`src/hw/rtl/ssiq_pkg.sv`:
```
// Shared types and status codes for the stable sorted insert queue.
package ssiq_pkg;

    localparam logic       MODE_INSERT = 1'b0;
    localparam logic       MODE_DUMP   = 1'b1;

    localparam logic [1:0] ST_INSERTED = 2'd0;
    localparam logic [1:0] ST_FULL     = 2'd1;
    localparam logic [1:0] ST_DUMPED   = 2'd2;
    localparam logic [1:0] ST_EMPTY    = 2'd3;

    typedef struct packed {
        logic        mode;
        logic [15:0] arrival_number;
        logic [3:0]  priority_req;
    } t_in;

    typedef struct packed {
        logic [1:0]  status;
        logic [15:0] arrival_out;
        logic [3:0]  priority_out;
        logic        last;
    } t_out;

    typedef struct packed {
        logic [15:0] arrival;
        logic [3:0]  prio;
    } t_entry;

    typedef struct packed {
        logic   ins;
        logic   rot;
        t_entry new_entry;
    } t_cell_ctl;

endpackage

```
`src/hw/rtl/ssiq_cell.sv`:
```
// One storage cell of the sorted chain: holds one entry and shifts or rotates with its neighbors.
module ssiq_cell (
    input  logic               i_clk,
    input  logic               i_rst_n,
    input  ssiq_pkg::t_cell_ctl i_ctl,
    input  ssiq_pkg::t_entry   i_left,
    input  logic               i_left_valid,
    input  logic               i_left_go,
    input  ssiq_pkg::t_entry   i_right,
    input  logic               i_right_valid,
    input  ssiq_pkg::t_entry   i_head,
    output ssiq_pkg::t_entry   o_entry,
    output logic               o_valid,
    output logic               o_go
);

    ssiq_pkg::t_entry r_entry;
    ssiq_pkg::t_entry n_entry;
    logic             r_valid;
    logic             n_valid;

    assign o_go    = !r_valid || (r_entry.prio > i_ctl.new_entry.prio);
    assign o_entry = r_entry;
    assign o_valid = r_valid;

    always_comb begin
        n_entry = r_entry;
        n_valid = r_valid;
        if (i_ctl.ins) begin
            n_valid = r_valid | i_left_valid;
            if (i_left_go) begin
                n_entry = i_left;
            end else if (o_go) begin
                n_entry = i_ctl.new_entry;
            end
        end else if (i_ctl.rot) begin
            n_entry = (r_valid && !i_right_valid) ? i_head : i_right;
        end
    end

    always_ff @(posedge i_clk) begin
        if (!i_rst_n) begin
            r_valid <= 1'b0;
        end else begin
            r_valid <= n_valid;
        end
        r_entry <= n_entry;
    end

endmodule

```
`src/hw/rtl/stable_sorted_insert_queue.sv`:
```
// Top level of the stable sorted insert queue: a chain of cells plus the dump sequencer.
// An insert updates the cell chain at its accepting edge; its result is valid the next cycle.
// A dump of n entries is accepted, then the chain rotates n times, one entry out each;
// a rotation waits while the output register is stalled, and each entry is taken from cell 0.
// An insert is accepted every cycle the output register is free; a dump blocks input.
// Synchronous active-low reset empties the chain; entry contents are not cleared.
module stable_sorted_insert_queue #(
    parameter int DEPTH = 16
) (
    input  logic           i_clk,
    input  logic           i_rst_n,
    input  logic           i_in_valid,
    input  ssiq_pkg::t_in  i_in_data,
    output logic           o_in_stall,
    output logic           o_out_valid,
    output ssiq_pkg::t_out o_out_data,
    input  logic           i_out_stall
);

    localparam int CW = $clog2(DEPTH + 1);

    ssiq_pkg::t_entry    w_entry [DEPTH];
    logic [DEPTH-1:0]    w_valid;
    logic [DEPTH-1:0]    w_go;
    ssiq_pkg::t_cell_ctl w_ctl;

    logic           r_dumping;
    logic [CW-1:0]  r_count;
    logic [CW-1:0]  r_left;
    logic           r_out_valid;
    ssiq_pkg::t_out r_out_data;

    logic w_can_load;
    logic w_accept;
    logic w_full;

    assign w_can_load  = !r_out_valid || !i_out_stall;
    assign o_in_stall  = r_dumping || !w_can_load;
    assign w_accept    = i_in_valid && !o_in_stall;
    assign w_full      = w_valid[DEPTH-1];
    assign o_out_valid = r_out_valid;
    assign o_out_data  = r_out_data;

    assign w_ctl.ins = w_accept && (i_in_data.mode == ssiq_pkg::MODE_INSERT) && !w_full;
    assign w_ctl.rot = r_dumping && w_can_load;
    assign w_ctl.new_entry.arrival = i_in_data.arrival_number;
    assign w_ctl.new_entry.prio    = i_in_data.priority_req;

    for (genvar g = 0; g < DEPTH; g++) begin : g_cell
        ssiq_pkg::t_entry w_left;
        ssiq_pkg::t_entry w_right;
        logic             w_left_valid;
        logic             w_left_go;
        logic             w_right_valid;

        if (g == 0) begin : g_first
            assign w_left       = '0;
            assign w_left_valid = 1'b1;
            assign w_left_go    = 1'b0;
        end else begin : g_mid
            assign w_left       = w_entry[g-1];
            assign w_left_valid = w_valid[g-1];
            assign w_left_go    = w_go[g-1];
        end

        if (g == DEPTH - 1) begin : g_last
            assign w_right       = '0;
            assign w_right_valid = 1'b0;
        end else begin : g_inner
            assign w_right       = w_entry[g+1];
            assign w_right_valid = w_valid[g+1];
        end

        ssiq_cell u_cell (
            .i_clk         (i_clk),
            .i_rst_n       (i_rst_n),
            .i_ctl         (w_ctl),
            .i_left        (w_left),
            .i_left_valid  (w_left_valid),
            .i_left_go     (w_left_go),
            .i_right       (w_right),
            .i_right_valid (w_right_valid),
            .i_head        (w_entry[0]),
            .o_entry       (w_entry[g]),
            .o_valid       (w_valid[g]),
            .o_go          (w_go[g])
        );
    end

    always_ff @(posedge i_clk) begin
        if (!i_rst_n) begin
            r_dumping   <= 1'b0;
            r_count     <= '0;
            r_left      <= '0;
            r_out_valid <= 1'b0;
        end else begin
            if (w_ctl.ins) begin
                r_count <= r_count + CW'(1);
            end
            if (w_accept) begin
                if (i_in_data.mode == ssiq_pkg::MODE_INSERT) begin
                    r_out_valid             <= 1'b1;
                    r_out_data.status       <= w_full ? ssiq_pkg::ST_FULL : ssiq_pkg::ST_INSERTED;
                    r_out_data.arrival_out  <= '0;
                    r_out_data.priority_out <= '0;
                    r_out_data.last         <= 1'b1;
                end else if (r_count == '0) begin
                    r_out_valid             <= 1'b1;
                    r_out_data.status       <= ssiq_pkg::ST_EMPTY;
                    r_out_data.arrival_out  <= '0;
                    r_out_data.priority_out <= '0;
                    r_out_data.last         <= 1'b1;
                end else begin
                    r_out_valid <= 1'b0;
                    r_dumping   <= 1'b1;
                    r_left      <= r_count;
                end
            end else if (w_ctl.rot) begin
                r_out_valid             <= 1'b1;
                r_out_data.status       <= ssiq_pkg::ST_DUMPED;
                r_out_data.arrival_out  <= w_entry[0].arrival;
                r_out_data.priority_out <= w_entry[0].prio;
                r_out_data.last         <= (r_left == CW'(1));
                r_left                  <= r_left - CW'(1);
                if (r_left == CW'(1)) begin
                    r_dumping <= 1'b0;
                end
            end else if (w_can_load) begin
                r_out_valid <= 1'b0;
            end
        end
    end

    a_count_matches_full: assert property (@(posedge i_clk) disable iff (!i_rst_n)
        (r_count == CW'(DEPTH)) == w_valid[DEPTH-1])
        else $error("entry count disagrees with the chain fill");

    a_valid_packed: assert property (@(posedge i_clk) disable iff (!i_rst_n)
        w_valid[DEPTH-1] |-> w_valid[0])
        else $error("chain valid bits are not packed toward the front");

    a_no_accept_in_dump: assert property (@(posedge i_clk) disable iff (!i_rst_n)
        r_dumping |-> !w_accept)
        else $error("transaction accepted during a dump");

    a_full_drop: assert property (@(posedge i_clk) disable iff (!i_rst_n)
        (w_accept && (i_in_data.mode == ssiq_pkg::MODE_INSERT) && w_full)
        |=> (r_out_valid && (r_out_data.status == ssiq_pkg::ST_FULL) && $stable(r_count)))
        else $error("insert into a full queue was not dropped");

endmodule
```
`config.mk`:
```
export PLATFORM = sky130hd
export DESIGN_NAME = stable_sorted_insert_queue
export DESIGN_NICKNAME = d
export VERILOG_FILES = /design/src/hw/rtl/ssiq_pkg.sv /design/src/hw/rtl/ssiq_cell.sv /design/src/hw/rtl/stable_sorted_insert_queue.sv
export SDC_FILE = /design/constraint.sdc
export NUM_CORES = 1
export LEC_CHECK = 0
export ABC_CLOCK_PERIOD_IN_PS = 4900
export BUFFER_PORTS_ARGS = -buffer_cell sky130_fd_sc_hd__buf_2
export CAP_MARGIN = 10
export CORE_AREA = 2 2 216 218
export CTS_CLUSTER_SIZE = 10
export DETAILED_ROUTE_END_ITERATION = 10
export DIE_AREA = 0 0 218 220
export HOLD_SLACK_MARGIN = 0.1
export PLACE_DENSITY = 0.7
export RECOVER_POWER = 50
export SLEW_MARGIN = 25
export SYNTH_ARGS = -nofsm -noshare
export SYNTH_HDL_FRONTEND = slang
export SYNTH_HIERARCHICAL = 1
export SYNTH_SLANG_ARGS = --single-unit
```
`constraint.sdc`:
```
create_clock -name i_clk -period 4.9 [get_ports i_clk]
set_clock_uncertainty 0.15 [all_clocks]
set_input_delay 0 -clock i_clk [delete_from_list [all_inputs] [get_ports i_clk]]
set_output_delay 0 -clock i_clk [all_outputs]
set_load 0.01 [all_outputs]
```
After elaboration in Yosys (flattened, before gate mapping):

Cells that the tools add are included.

* RAM bits: 0
* flip-flop bits (word level): 371
* bits in read-only memories: 0
* output and inout port bits: 25
* bits in latches: 0
* logic and storage cells: 290
* memories kept: 0

* shift operators: 0
* $lt $le $gt $ge: 16
* div/mod/pow operators: 0
* eq/ne operators: 21
* multiply operators: 0
* bitwise gates (word level): 16
* $add $sub $neg: 2
* muxes and demuxes: 98
* reduce and logical (&&, ||, !) cells: 81

Operator list (number)
* 20-bit two-way mux: 79
* 23-bit two-way mux: 4
* 4-bit greater-than comparator: 16
* 3-bit by 1-bit != test with 1-bit output (second input constant): 14
* 2-bit AND reduction: 15
* 1-bit zero test: 20
* 5-bit two-way mux: 4
* 1-bit logical AND: 19
* 1-bit logical OR: 18
* 1-bit bitwise OR: 15
* 1-bit two-way mux: 11
* 3-bit AND reduction: 3
* 2-bit != test (second input constant): 3
* 3-bit by 2-bit != test with 1-bit output (second input constant): 2
* 2-bit nonzero test: 3
* 5-bit by 1-bit adder with 5-bit output (second input constant): 1
* 5-bit by 1-bit equality test with 1-bit output (second input constant): 1
* 5-bit zero test: 1
* 5-bit by 1-bit subtractor with 5-bit output (second input constant): 1
* 4-bit AND reduction: 1
* 3-bit nonzero test: 1
* 2-bit by 1-bit != test with 1-bit output (second input constant): 1
* 1-bit inverter: 1

Depth between registers and ports, before layout:

* word-level depth: 10
* gate-level depth with buffers: 8
* gate-level depth less buffers: 8

Cells and area by module:

Netlist, hierarchy kept.

Modules (own cells, without submodules)
* ssiq_cell: cells an instance 110, area an instance 1423.9 sq um, times used 16
* stable_sorted_insert_queue: cells an instance 141, area an instance 1581.5 sq um, times used 1

Worst setup path before layout:

OpenSTA, ideal clock, no wires.

* path kind: register to register
* from: register g_cell[0].u_cell.r_entry, in the netlist g_cell[0].u_cell/o_entry[1]
* to: register g_cell[1].u_cell.r_entry, in the netlist g_cell[1].u_cell/o_entry[0], enable pin
* setup time: 404 ps
* path slack: 1757 ps
* period minus slack after synthesis: 3143 ps
* buffers on the path: 0
* arrival: 2590 ps
* stages on the path, launching flop included: 8
* data required time: 4346 ps
* cells stage by stage: edfxtp_1 ha_1 nor2b_1 o211ai_1 a31oi_1 nand3b_1 a211oi_1 a21oi_1

* longest elaborated chain between the ends: 4

RTL lines
* from (decl): line ssiq_cell.sv:17 `ssiq_pkg::t_entry r_entry;`
* from (signal assigned): line ssiq_cell.sv:47 `r_entry <= n_entry;`
* 4-bit greater-than comparator: line ssiq_cell.sv:22 `assign o_go = !r_valid || (r_entry.prio > i_ctl.new_entry.prio);`
* 1-bit logical OR: line ssiq_cell.sv:22
* net g_cell[1].w_left_go: line stable_sorted_insert_queue.sv:53 `logic w_left_go;`
* 3-bit by 2-bit != test with 1-bit output (no source line)
* 2-bit AND reduction (no source line)
* to (signal assigned): line ssiq_cell.sv:47
* to (decl): line ssiq_cell.sv:17

The timed path passes the listed nets, and every way through them passes these cells.
A chain may end at the register's enable or synchronous reset.

Worst setup path in the final report:

* from: input port i_in_data[3] in the netlist's numbering
* to: register g_cell[12].u_cell.r_entry, in the netlist g_cell[12].u_cell/o_entry[15], enable pin

* longest elaborated chain between the ends: 4
* elaborated cells between the ends (all ways): 6

RTL lines
* from (decl): line stable_sorted_insert_queue.sv:13 `input ssiq_pkg::t_in i_in_data,`
* 4-bit greater-than comparator: line ssiq_cell.sv:22
* 1-bit logical OR: line ssiq_cell.sv:22
* net g_cell[12].w_left_go: line stable_sorted_insert_queue.sv:53
* 3-bit by 1-bit != test with 1-bit output (no source line)
* 2-bit AND reduction (no source line)
* to (signal assigned): line ssiq_cell.sv:47
* to (decl): line ssiq_cell.sv:17

The timed path passes the listed nets, and every way through them passes these cells.

==> reports/qor.txt <==
POWER
----------------------------------------------------------------------------------
Clock Power Share                                                            0.375
Power dissipated by switching net loads                                    2.18 mW
Register share of total power                                                0.488
Internal Power                                                             6.01 mW
Leakage                                                                    13.4 nW
Max VDD drop                                                            0.000251 V
Power density over the cells                                            306 nW/µm²
Logic pwr share                                                              0.137
Net switching fraction of the power                                          0.266

GRT
----------------------------------------------------------------------------------
Overall overflow remaining after global route                                    0
Overall track demand over capacity in global routing                         0.258
Antenna violations before repair                                                 0
Wire length of the first global-routing pass                               97.0 mm
Pin count of the biggest net entering global routing                            92
Via count of the first global-routing pass                                   17054

FINAL LAYOUT
----------------------------------------------------------------------------------
Post-layout nets                                                              2079
Final core utilization                                                       0.584
Fill count                                                                    3790
Non-filler cells, final                                                       2625
Inserted Diodes                                                                  0
Fraction of final layout cells sized beyond drive strength 1                0.0748
Signed area change from the synthesized netlist to the final layout          10.0%
Final instance area                                                      26800 µm²

STA
----------------------------------------------------------------------------------
Least setup slack across all paths after layout                           0.796 ns
Min cycle time layout                                                      4.10 ns
Final cycle utilization of the critical path                                 0.838
Final Max Tran Viols                                                           128
Max Clk Rate                                                               244 MHz
Transition time at the pin with the least slew margin                      2.13 ns
RSZ-0062 raised after global routing                                         false
Hold Fails Final Rpt                                                             0
Aggregate negative setup slack                                                0 ns
Setup-failing EPs final                                                          0
Max-slew headroom at the worst pin                                          -0.420

CLOCKING
----------------------------------------------------------------------------------
Post-CTS Hold Buffers                                                           28
CTS tree                                                                      done
Clock buffer depth                                                               3
Number of buffers inserted by post-CTS setup repair                              0
Clock Tree Root                                                       sky130_fd_sc_hd__clkbuf_16
Clock buffers created by TritonCTS                                              44
CTS sink count                                                                 371
Number of levels in the clock H-tree                                             2
PostCTS Resize Cnt                                                               0
Clock latency of the later-clocked register in the worst-skew pair         0.58 ns
Clock transition at the registers of the reported paths                    0.05 ns

OUTCOME
----------------------------------------------------------------------------------
Violations in the final reports                                       capacitance limit, slew limit
Status                                                                complete, but fails checks

SETUP PATH
----------------------------------------------------------------------------------
Crit path max fanout                                                            32
Worst reg2reg setup slack                                                  0.88 ns
Endpoint of the worst register-to-register path                       g_cell[4].u_cell/o_entry[5]
Crit path capture type                                                        flop
Number of cell instances on the worst register-to-register path                  5
Type of the worst setup path                                             in -> reg
Launch instance of the worst register-to-register path                   r_dumping
Kind of start point of the critical path                              primary input
WP data required                                                           5.01 ns
WP data arrival                                                            4.22 ns

DIE
----------------------------------------------------------------------------------
Chip width                                                                  218 µm
Die Area                                                                 48000 µm²
Number of core rows                                                             79
Number of placed I/O pins                                                       50
Die boundary height                                                         220 µm
Core footprint                                                           45900 µm²
Starting density of the core                                                 0.531

LOGIC SYNTHESIS
----------------------------------------------------------------------------------
Syn Std Cell Area                                                        24300 µm²
Synth Area per Inst                                                       12.8 µm²
Yosys warning count                                                              6
Cell count after synthesis                                                    1897

ROUTING
----------------------------------------------------------------------------------
Drt first-iter violations                                                     1147
Post-DR wirelength/cell                                                    23.7 µm
First-pass detailed-route iteration total                                        5
Residual DRC                                                                     0
Vias                                                                         16242
Total length of routed wires                                               62.2 mm
Number of vias per cell after detailed routing                                6.19
Count of nets left with antenna violations after detail routing                  0

PLACED DESIGN
----------------------------------------------------------------------------------
Final Wtd Congestion                                                         0.854
Port Buffers                                                                    49
Pre-CTS setup slack                                                        1.30 ns
Placed Cells                                                                  2519
Dpl cell area                                                            25300 µm²
Post-DP HPWL                                                               41.6 mm

RUN
----------------------------------------------------------------------------------
Number of max-cap violations                                                     6

MIN PATH
----------------------------------------------------------------------------------
Worst Hold Launch                                                     i_in_data[20]
Hold path endpoint                                                    o_out_data[22]
Worst Hold Depth                                                                 3
HP Class                                                                 in -> reg

worst max path at each step:
stage | end | startpoint | slack [ns]
6_report | g_cell[12].u_cell/o_entry[15] | i_in_data[3] | 0.80
3_5_place_dp | g_cell[10].u_cell/o_entry[12] | i_in_data[3] | 1.30
3_3_place_gp | g_cell[5].u_cell/o_entry[9] | r_dumping | 1.41
4_1_cts | g_cell[1].u_cell/o_entry[9] | g_cell[0].u_cell/o_entry[1] | 1.35
2_1_floorplan | g_cell[1].u_cell/o_entry[0] | g_cell[0].u_cell/o_entry[1] | 1.76
5_1_grt | g_cell[8].u_cell/o_entry[12] | i_in_data[1] | 0.60
power groups by stage:
| stage | clock network (mW) | registers (mW) | logic (mW) |
|---|---|---|---|
| 2_1_floorplan | 0 | 3.97 | 0.765 |
| 3_3_place_gp | 0 | 4.06 | 1.05 |
| 3_5_place_dp | 0 | 4.06 | 1.10 |
| 4_1_cts | 3.13 | 4.00 | 1.12 |
| 5_1_grt | 3.25 | 4.03 | 1.22 |
| 6_report | 3.07 | 4.00 | 1.12 |
state kept, by name, summed over array words and instances, names as in the netlist:
signal,cells
o_out_data,23
o_out_valid,1
g_cell.u_cell/o_valid,16
r_count,5
r_dumping,1
r_left,5
g_cell.u_cell/o_entry,320
cell type report:
class	count	area [µm²]	area share
Inverter	86	323	0.0121
Clock inverter	1	16.3	0.000607
Sequential cell	371	10900	0.406
Clock buffer	77	1290	0.0481
Multi-Input combinational cell	1365	12700	0.476
Timing Repair Buffer	118	785	0.0293
Tap cell	607	759	0.0284
metal layers:
metal  GRT usage  wire length, µm
met5           0                0
met3      0.0356             2560
met4      0.0676             1330
met2       0.440            30300
met1       0.347            28000
worst max-delay path, stage by stage:
cell and delay, ns:
sky130_fd_sc_hd__dlygate4sd3_1 0.52, sky130_fd_sc_hd__buf_2 0.64, sky130_fd_sc_hd__inv_1 0.11, sky130_fd_sc_hd__ha_1 0.37
sky130_fd_sc_hd__o211ai_1 0.21, sky130_fd_sc_hd__a31oi_4 0.20, sky130_fd_sc_hd__clkbuf_2 0.62, sky130_fd_sc_hd__nand3b_1 0.23
sky130_fd_sc_hd__o22ai_1 0.09, sky130_fd_sc_hd__a21oi_1 0.79, sky130_fd_sc_hd__buf_4 0.38
placed cells by master (no fill, tap or decap), types with 24 or more instances in the layout:
cell type and instances:
sky130_fd_sc_hd__buf_4 27, sky130_fd_sc_hd__dlygate4sd3_1 28, sky130_fd_sc_hd__conb_1 45, sky130_fd_sc_hd__ha_1 68
sky130_fd_sc_hd__dfxtp_1 28, sky130_fd_sc_hd__a21oi_1 45, sky130_fd_sc_hd__edfxtp_1 343, sky130_fd_sc_hd__mux2i_1 962
sky130_fd_sc_hd__clkbuf_1 64, sky130_fd_sc_hd__buf_2 24, sky130_fd_sc_hd__clkbuf_16 46, sky130_fd_sc_hd__nor2b_1 34
sky130_fd_sc_hd__inv_1 85
per-stage QoR:
step	power [mW]	hold slack [ns]
floorplan	4.74	-0.0218
global placement	5.11	0.233
detailed placement	5.16	0.230
CTS	8.25	0.191
global route	8.50	0.210
finish	8.20	0.186
No activity file was read; power rests on OpenSTA's default activity.
